[config.mk]
export PLATFORM = sky130hd
export DESIGN_NAME = single_source_shortest_path
export DESIGN_NICKNAME = d
export VERILOG_FILES = /design/src/hw/rtl/ssp_pkg.sv /design/src/hw/rtl/ssp_ram.sv /design/src/hw/rtl/ssp_ctrl.sv /design/src/hw/rtl/ssp_dp.sv /design/src/hw/rtl/single_source_shortest_path.sv
export SDC_FILE = /design/constraint.sdc
export NUM_CORES = 2
export LEC_CHECK = 0
export BUFFER_PORTS_ARGS = -buffer_cell sky130_fd_sc_hd__buf_2
export CAP_MARGIN = 40
export CORE_MARGIN = 8
export CORE_UTILIZATION = 45
export CTS_BUF_LIST = sky130_fd_sc_hd__clkbuf_16
export DETAILED_ROUTE_END_ITERATION = 8
export SETUP_SLACK_MARGIN = 0.3
export SYNTH_ARGS = -nofsm -noshare
export SYNTH_HDL_FRONTEND = slang
export SYNTH_SLANG_ARGS = --single-unit
[constraint.sdc]
create_clock -name clk -period 7.8 [get_ports clk]
set_input_delay 0 -clock clk [delete_from_list [all_inputs] [get_ports clk]]
set_output_delay 0 -clock clk [all_outputs]
set_load 0.01 [all_outputs]
[src/hw/rtl/ssp_pkg.sv]
// Shared types and constants for the single-source shortest path block.
package ssp_pkg;

  localparam int NODE_W   = 4;
  localparam int COST_W   = 10;
  localparam int NODE_CAP = 16;

  localparam logic [COST_W-1:0] NO_LINK = 10'd999;

  localparam int CFG_DATA_W = 5;
  localparam logic CFG_NODE_COUNT = 1'b0;
  localparam logic CFG_SOURCE     = 1'b1;
  localparam logic [CFG_DATA_W-1:0] NODE_COUNT_RST = 5'd4;
  localparam logic [NODE_W-1:0]     SOURCE_RST     = 4'd0;

  localparam logic MODE_LOAD = 1'b0;
  localparam logic MODE_RUN  = 1'b1;

  typedef struct packed {
    logic              mode;
    logic [NODE_W-1:0] row_node;
    logic [NODE_W-1:0] col_node;
    logic [COST_W-1:0] link_cost;
  } in_item_t;

  typedef struct packed {
    logic [NODE_W-1:0] dest_node;
    logic [COST_W-1:0] distance;
    logic [NODE_W-1:0] pred_node;
    logic              reachable;
    logic              last_result;
  } result_t;

  typedef struct packed {
    logic load_cost;
    logic run_init;
    logic scan_en;
    logic next_round;
    logic out_en;
  } ctrl_cmd_t;

  typedef struct packed {
    logic scan_done;
    logic found;
    logic out_done;
  } dp_status_t;

endpackage

[src/hw/rtl/ssp_ram.sv]
// Generic single-write, single-read RAM with registered read data.
module ssp_ram #(
  parameter int WIDTH = 10,
  parameter int DEPTH = 256
) (
  input  logic                     clk,
  input  logic                     wr_en,
  input  logic [$clog2(DEPTH)-1:0] wr_addr,
  input  logic [WIDTH-1:0]         wr_data,
  input  logic [$clog2(DEPTH)-1:0] rd_addr,
  output logic [WIDTH-1:0]         rd_data
);

  logic [WIDTH-1:0] mem [DEPTH];

  always_ff @(posedge clk) begin
    if (wr_en) begin
      mem[wr_addr] <= wr_data;
    end
    rd_data <= mem[rd_addr];
  end

endmodule

[src/hw/rtl/ssp_ctrl.sv]
// Sequencer for matrix loads, search rounds and result output.
module ssp_ctrl (
  input  logic                clk,
  input  logic                rst,
  input  logic                start,
  input  logic                mode,
  input  ssp_pkg::dp_status_t status,
  output ssp_pkg::ctrl_cmd_t  cmd,
  output logic                busy
);

  import ssp_pkg::*;

  localparam logic [1:0] S_IDLE = 2'd0;
  localparam logic [1:0] S_SCAN = 2'd1;
  localparam logic [1:0] S_PICK = 2'd2;
  localparam logic [1:0] S_OUT  = 2'd3;

  logic [1:0] state;
  logic [1:0] state_next;

  always_ff @(posedge clk) begin
    if (rst) begin
      state <= S_IDLE;
    end else begin
      state <= state_next;
    end
  end

  always_comb begin
    state_next = state;
    cmd        = '0;
    case (state)
      S_IDLE: begin
        if (start && mode == MODE_RUN) begin
          cmd.run_init = 1'b1;
          state_next   = S_SCAN;
        end else if (start) begin
          cmd.load_cost = 1'b1;
        end
      end
      S_SCAN: begin
        cmd.scan_en = 1'b1;
        if (status.scan_done) begin
          state_next = S_PICK;
        end
      end
      S_PICK: begin
        // a reachable unvisited node was found: settle it and relax its row
        if (status.found) begin
          cmd.next_round = 1'b1;
          state_next     = S_SCAN;
        end else begin
          state_next = S_OUT;
        end
      end
      S_OUT: begin
        cmd.out_en = 1'b1;
        if (status.out_done) begin
          state_next = S_IDLE;
        end
      end
      default: begin
        state_next = S_IDLE;
      end
    endcase
  end

  assign busy = (state != S_IDLE);

endmodule

[src/hw/rtl/ssp_dp.sv]
// Datapath: configuration, distance/predecessor/visited registers, scan and output.
module ssp_dp #(
  parameter int MAX_NODES = 16
) (
  input  logic                                     clk,
  input  logic                                     rst,
  input  ssp_pkg::in_item_t                        item,
  input  logic                                     cfg_wr,
  input  logic                                     cfg_index,
  input  logic [ssp_pkg::CFG_DATA_W-1:0]           cfg_data,
  input  ssp_pkg::ctrl_cmd_t                       cmd,
  output ssp_pkg::dp_status_t                      status,
  output logic                                     ram_wr_en,
  output logic [$clog2(MAX_NODES*MAX_NODES)-1:0]   ram_wr_addr,
  output logic [ssp_pkg::COST_W-1:0]               ram_wr_data,
  output logic [$clog2(MAX_NODES*MAX_NODES)-1:0]   ram_rd_addr,
  input  logic [ssp_pkg::COST_W-1:0]               ram_rd_data,
  output ssp_pkg::result_t                         result,
  output logic                                     result_valid
);

  import ssp_pkg::*;

  localparam int AW         = $clog2(MAX_NODES * MAX_NODES);
  localparam int NODES_USED = (MAX_NODES < NODE_CAP) ? MAX_NODES : NODE_CAP;
  localparam int IW         = $clog2(NODES_USED);
  localparam int NW         = IW + 1;

  logic [CFG_DATA_W-1:0] node_count;
  logic [NODE_W-1:0]     source_node;

  logic [NW-1:0] n_calc;
  logic [IW-1:0] src_calc;
  logic [NW-1:0] n;
  logic [NW-1:0] n_m1;
  logic [IW-1:0] src;

  logic [COST_W-1:0] node_dist [NODES_USED];
  logic [IW-1:0]     pred      [NODES_USED];
  logic              visited   [NODES_USED];

  logic [IW-1:0]     u;
  logic [COST_W-1:0] du;
  logic [NW-1:0]     addr_idx;
  logic [IW-1:0]     proc_idx;
  logic              proc_valid;
  logic [COST_W-1:0] best;
  logic [IW-1:0]     best_idx;
  logic              found;
  logic [NW-1:0]     oi;

  logic [COST_W:0]   sum;
  logic              vis_i;
  logic              upd;
  logic [COST_W-1:0] new_d;
  logic              cand;

  // configuration registers
  always_ff @(posedge clk) begin
    if (rst) begin
      node_count  <= NODE_COUNT_RST;
      source_node <= SOURCE_RST;
    end else if (cfg_wr) begin
      if (cfg_index == CFG_NODE_COUNT) begin
        node_count <= cfg_data;
      end else begin
        source_node <= cfg_data[NODE_W-1:0];
      end
    end
  end

  // clamp node count and source into the usable range
  always_comb begin
    if (node_count < 5'd2) begin
      n_calc = NW'(2);
    end else if (32'(node_count) > NODES_USED) begin
      n_calc = NW'(NODES_USED);
    end else begin
      n_calc = NW'(node_count);
    end
    if (32'(source_node) >= 32'(n_calc)) begin
      src_calc = IW'(n_calc - NW'(1));
    end else begin
      src_calc = IW'(source_node);
    end
  end

  assign n_m1 = n - NW'(1);

  // cost matrix port
  assign ram_wr_en   = cmd.load_cost && (32'(item.row_node) < MAX_NODES) &&
                       (32'(item.col_node) < MAX_NODES);
  assign ram_wr_addr = AW'(item.row_node) * AW'(MAX_NODES) + AW'(item.col_node);
  assign ram_wr_data = item.link_cost;
  assign ram_rd_addr = AW'(u) * AW'(MAX_NODES) + AW'(addr_idx[IW-1:0]);

  // relax one element of row u; the min search runs on the updated value
  always_comb begin
    vis_i = visited[proc_idx];
    sum   = {1'b0, du} + {1'b0, ram_rd_data};
    upd   = !vis_i && (ram_rd_data < NO_LINK) && (sum < {1'b0, node_dist[proc_idx]});
    new_d = upd ? sum[COST_W-1:0] : node_dist[proc_idx];
    cand  = !vis_i && (new_d < best);
  end

  always_ff @(posedge clk) begin
    if (rst) begin
      proc_valid <= 1'b0;
    end else if (cmd.run_init || cmd.next_round) begin
      proc_valid <= 1'b0;
    end else if (cmd.scan_en) begin
      proc_valid <= (addr_idx < n);
    end
  end

  always_ff @(posedge clk) begin
    if (cmd.run_init) begin
      // first pass relaxes the source row with a zero base distance
      n        <= n_calc;
      src      <= src_calc;
      u        <= src_calc;
      du       <= '0;
      addr_idx <= '0;
      best     <= NO_LINK;
      found    <= 1'b0;
      oi       <= '0;
      for (int k = 0; k < NODES_USED; k++) begin
        node_dist[k] <= (IW'(k) == src_calc) ? '0 : NO_LINK;
        pred[k]      <= '0;
        visited[k]   <= (IW'(k) == src_calc);
      end
    end else if (cmd.next_round) begin
      u                 <= best_idx;
      du                <= best;
      visited[best_idx] <= 1'b1;
      addr_idx          <= '0;
      best              <= NO_LINK;
      found             <= 1'b0;
    end else begin
      if (cmd.scan_en) begin
        proc_idx <= addr_idx[IW-1:0];
        if (addr_idx < n) begin
          addr_idx <= addr_idx + NW'(1);
        end
      end
      if (proc_valid) begin
        if (upd) begin
          node_dist[proc_idx] <= new_d;
          pred[proc_idx]      <= u;
        end
        if (cand) begin
          best     <= new_d;
          best_idx <= proc_idx;
          found    <= 1'b1;
        end
      end
      if (cmd.out_en) begin
        oi <= oi + NW'(1);
      end
    end
  end

  assign status.scan_done = proc_valid && ({1'b0, proc_idx} == n_m1);
  assign status.found     = found;
  assign status.out_done  = (oi == n_m1);

  // result register, one per non-source node
  always_ff @(posedge clk) begin
    if (rst) begin
      result_valid <= 1'b0;
    end else begin
      result_valid <= cmd.out_en && (oi[IW-1:0] != src);
    end
  end

  always_ff @(posedge clk) begin
    if (cmd.out_en) begin
      result.dest_node   <= NODE_W'(oi[IW-1:0]);
      result.reachable   <= (node_dist[oi[IW-1:0]] < NO_LINK);
      result.distance    <= (node_dist[oi[IW-1:0]] < NO_LINK) ? node_dist[oi[IW-1:0]] :
                                                                NO_LINK;
      result.pred_node   <= (node_dist[oi[IW-1:0]] < NO_LINK) ? NODE_W'(pred[oi[IW-1:0]]) :
                                                                '0;
      result.last_result <= (oi == n_m1) ||
                            ((oi == n - NW'(2)) && ({1'b0, src} == n_m1));
    end
  end

endmodule

[src/hw/rtl/single_source_shortest_path.sv]
// Single-source shortest path (array Dijkstra) over a loadable cost matrix.
// Usage:
//   Input: present item on the cycle start is high; it is taken when busy is low.
//   mode 0 writes link_cost at (row_node, col_node), no result.
//   mode 1 runs the search from source_node over node_count nodes (both clamped).
//   Config: cfg_valid/cfg_ready write cfg_data to register cfg_index
//   (0 node_count, 1 source_node); write only while the block is idle.
//   Results: one per non-source node in increasing node order, each shown for
//   one cycle with result_valid; last_result marks the final one. The receiver
//   cannot stall the block, so results leave one per cycle, with a gap at the source slot.
// Run: each round is one pass over a cost row read from the matrix RAM (one
//   read per cycle), then the controller settles the next node in its pick
//   state; rounds repeat while a reachable unvisited node is found, then the
//   results are output. busy is high throughout.
// Reset: node_count 4, source_node 0, controller idle. The cost matrix is
//   not cleared and must be written before use.
module single_source_shortest_path #(
  parameter int MAX_NODES = 16
) (
  input  logic                           clk,
  input  logic                           rst,
  input  logic                           start,
  output logic                           busy,
  input  ssp_pkg::in_item_t              item,
  output ssp_pkg::result_t               result,
  output logic                           result_valid,
  input  logic                           cfg_valid,
  output logic                           cfg_ready,
  input  logic                           cfg_index,
  input  logic [ssp_pkg::CFG_DATA_W-1:0] cfg_data
);

  import ssp_pkg::*;

  localparam int DEPTH = MAX_NODES * MAX_NODES;
  localparam int AW    = $clog2(DEPTH);

  ctrl_cmd_t         cmd;
  dp_status_t        status;
  logic              ram_wr_en;
  logic [AW-1:0]     ram_wr_addr;
  logic [COST_W-1:0] ram_wr_data;
  logic [AW-1:0]     ram_rd_addr;
  logic [COST_W-1:0] ram_rd_data;

  assign cfg_ready = 1'b1;

  ssp_ctrl u_ctrl (
    .clk    (clk),
    .rst    (rst),
    .start  (start),
    .mode   (item.mode),
    .status (status),
    .cmd    (cmd),
    .busy   (busy)
  );

  ssp_dp #(
    .MAX_NODES (MAX_NODES)
  ) u_dp (
    .clk          (clk),
    .rst          (rst),
    .item         (item),
    .cfg_wr       (cfg_valid && cfg_ready),
    .cfg_index    (cfg_index),
    .cfg_data     (cfg_data),
    .cmd          (cmd),
    .status       (status),
    .ram_wr_en    (ram_wr_en),
    .ram_wr_addr  (ram_wr_addr),
    .ram_wr_data  (ram_wr_data),
    .ram_rd_addr  (ram_rd_addr),
    .ram_rd_data  (ram_rd_data),
    .result       (result),
    .result_valid (result_valid)
  );

  ssp_ram #(
    .WIDTH (COST_W),
    .DEPTH (DEPTH)
  ) u_cost_ram (
    .clk     (clk),
    .wr_en   (ram_wr_en),
    .wr_addr (ram_wr_addr),
    .wr_data (ram_wr_data),
    .rd_addr (ram_rd_addr),
    .rd_data (ram_rd_data)
  );

endmodule
==> flow_metrics.py <==
metrics = {
    "clock_network": {
        "cts_inserted_buffers": 316,
        "path_clk_slew_ns": 0.06,
        "clock_latency_ns": 0.93,
        "clock_tree.htree_level_count": 5,
        "cts_tree": "yes",
        "cts_max_path_buffers": 4,
        "clock-root-buffer": "clkbuf_16",
        "ctsResizeCount": 0,
        "clock-sinks": 2903,
    },
    "critical_path": {
        "reg2reg_slack_ns": 1.33,
        "cp.required_ns": 8.43,
        "timing.reg2reg.worst_path_depth": 24,
        "endpoint_kind": "register",
        "r2r-end": "u_dp.best_idx[2]",
        "critPathKind": "reg -> reg",
        "rr_startpoint": "u_cost_ram.rd_data[0]",
        "worst-path-max-fanout": 21,
        "cp.arrival_ns": 7.10,
        "critPathLaunchType": "register",
    },
    "timing": {
        "slew-limit-headroom_pct": 12.7,
        "setup_repair_after_global_routing_missed_its_margin": "no",
        "worst-slew-pin-transition_ns": 1.31,
        "tns_ns": 0,
        "clock_skew_ns": 0.0804,
        "final.period_utilization_pct": 82.9,
        "max_freq_ghz": 0.155,
        "slew_viol_final": 0,
        "report.final.setup_viol": 0,
        "finalHoldViolations": 0,
        "timing.final.crit_period_ns": 6.47,
    },
    "grt": {
        "grt_pass1_vias": 58600,
        "grt_antenna_before_repair": 6,
        "grt_util_all_layers_pct": 21.4,
        "grt_start_max_net_pins": 174,
        "grt_pass1_wl_um": 426000,
        "grt.overflow.total": 0,
    },
    "power_and_ir_drop": {
        "p_leak_nw": 41.3,
        "cellPowerDensity_nw_per_um2": 299,
        "ir_drop_mv": 0.270,
    },
    "detailed_routing": {
        "drt.antenna.violating_nets": 0,
        "detailroute.via_count": 57300,
        "postRouteWirelength_um": 295000,
        "wl_per_cell_um": 31.0,
        "post-route-drc-count": 0,
        "count_of_tritonroute_iterations_in_the_first_routing_pass": 7,
        "vias_per_cell": 6.03,
        "number_of_drc_markers_in_iteration_0": 6197,
    },
    "cells_and_area": {
        "final_layout_size_suffix_gt1_share_pct": 30.5,
        "layout.nets": 5965,
        "area_growth_synth_to_finish_pct": 14.9,
        "instances_no_fill": 9501,
    },
    "synth": {
        "synth-seq-cells": 2903,
        "async_reset_ff_share_pct": 0,
        "ys_warn_count": 0,
        "ys_seq_area_share_pct": 74.7,
        "netlist_instances": 5394,
        "post_synth_num_cell_types": 64,
        "netlist_area_um2": 116000,
        "synth.net_count": 5466,
        "ys.flop_type": "edfxtp_1",
        "syn_area_cell_um2": 21.4,
        "number_of_enable_flip_flop_cells_after_synthesis": 2825,
    },
    "min_path": {
        "hold_depth": 2,
        "worstHoldStart": "item[9]",
        "worst_hold_path.endpoint": "u_cost_ram.mem[175][9]",
        "hp-class": "in -> reg",
    },
    "placed_design": {
        "post-place-cells": 8907,
        "hpwl_um": 184000,
        "io_buffers": 50,
        "gpl.final_weighted_congestion": 0.853,
    },
    "die": {
        "core_um2": 256000,
        "floorplan.die.width_um": 523,
        "die_area_um2": 273000,
        "num_io_pins": 52,
        "starting_density_of_the_core_pct": 45.1,
        "fp.dieH_um": 523,
        "rows": 186,
    },
    "run": {
        "maxCapViolations": 0,
    },
    "run_status": {
        "status": "finished clean",
    },
}
## layout by cell type (no fill, tap or decap), drive strengths merged, types with 24 or more instances in the layout
master | netlist | layout
edfxtp | 2825 | 2825
mux4 | 925 | 925
buf | 147 | 457
nor2 | 350 | 350
clkbuf | 180 | 323
a21oi | 183 | 183
nand2 | 135 | 135
clkinv | 1 | 122
inv | 53 | 116
dfxtp | 78 | 78
and2 | 58 | 58
dlygate4sd3 | 0 | 47
a22oi | 44 | 44
ha | 42 | 42
nand3 | 33 | 33
nor3 | 33 | 33
bufinv | 0 | 27
and3 | 25 | 25
mux2i | 24 | 24
## critical path: stages, from the launching register on
cell	delay, ns
dfxtp_1	0.32
ha_1	0.22
fa_1	0.41
a21oi_1	0.19
nand4b_1	0.17
nand2_1	0.10
a21o_1	0.18
a21oi_1	0.16
xnor2_1	0.23
ha_1	0.33
a21o_1	0.17
a211oi_1	0.27
o2111a_1	0.31
nand4_4	0.39
mux2i_1	0.31
buf_4	0.26
inv_1	0.08
ha_1	0.29
a21oi_1	0.15
o211ai_1	0.12
a211oi_1	0.22
o2111a_1	0.25
o41a_1	0.17
a41o_1	0.53
and2_1	0.31
## per-layer routing
layer  global-route usage, %  up-vias  part of all wire, %
met3                    3.74      459                  7.1
met5                       0        -               0.0095
met1                    29.6    30900                   41
li1                        -    23600                    -
met2                    35.2     2320                   49
met4                    6.42        4                  3.1
## cell families (layout without fill, tap and decap cells)
logic type,Yosys count,in the layout,synth area share (%)
fa+ha+maj,43,43,0.472
other cells,1,4,0.00324
buf+inv,381,1101,1.39
simple gates,723,723,2.91
compound gates,356,356,1.96
flops,2903,2903,74.7
xor+xnor,36,36,0.273
mux,951,951,18.3
## power breakdown
group	internal [W]	switching [W]
Clock	0.00830	0.00592
Combinational	0.00380	0.00433
Sequential	0.0173	0.000179
## cells in the mapped netlist, drive strengths merged, types with 24 or more instances
library cell  count  area share [%]
a22oi            44            0.29
nor2            350             1.1
a21oi           183            0.79
dfxtp            78             1.4
mux2i            24            0.23
buf             147            0.63
clkbuf          180            0.59
and3             25            0.14
nand2           135            0.44
ha               42            0.45
edfxtp         2825              73
and2             58            0.31
inv              53            0.17
mux4            925              18
nand3            33            0.14
nor3             33            0.16
## worst max path at each step
stage | cells past startpoint | endpoint | from | slack (ns)
floorplan | 23 | u_dp.best_idx[0] | register | 1.85
detailed placement | 24 | u_dp.best_idx[2] | u_cost_ram.rd_data[0] | 1.38
global route | 24 | u_dp.best_idx[0] | u_cost_ram.rd_data[0] | 0.85
CTS | 24 | u_dp.best_idx[3] | u_cost_ram.rd_data[0] | 1.35
finish | 24 | u_dp.best_idx[2] | u_cost_ram.rd_data[0] | 1.33
global placement | 19 | u_dp.best_idx[0] | register | 1.34
## repair_timing
action	CTS	global route
endpoints found under the setup margin	0	0
hold buffers	47	0
setup buffers	0	0
endpoints found under the hold margin	1298	0
## registers in the layout (all words and copies together), names as in the netlist, 2 cells and up, named ones only
name	cells
u_cost_ram.mem	2560
u_cost_ram.rd_data	10
u_ctrl.state	2
u_dp.addr_idx	5
u_dp.best	10
u_dp.best_idx	4
u_dp.du	10
u_dp.n	5
u_dp.node_count	5
u_dp.node_dist	160
u_dp.oi	5
u_dp.pred	64
u_dp.proc_idx	4
u_dp.result	20
u_dp.source_node	4
u_dp.src	4
u_dp.u	4
u_dp.visited	16
## metrics by stage
stage               worst slack, ns  area (um^2)  hold WS [ns]  total power [W]  util [%]
finish                         1.33       133000        0.0961           0.0398      51.9
global route                  0.852       133000        0.0675           0.0411      51.9
CTS                            1.35       133000       0.00234           0.0402      51.8
detailed placement             1.38       123000         0.264           0.0260      47.8
global placement               1.34       120000         0.251           0.0259      46.9
floorplan                      1.85       116000        0.0787           0.0233         -
## layout make-up
cell class                 count  area (um^2)
fill                       19700       123000
sequential                  2903        86400
multi-input combinational   2110        27700
clock buffer                 320         8010
timing repair buffer         508         4610
tap                         3384         4230
clock inverter               219         1730
inverter                      54          203
antenna                        3         7.51
Power figures use the tool's default switching activity.
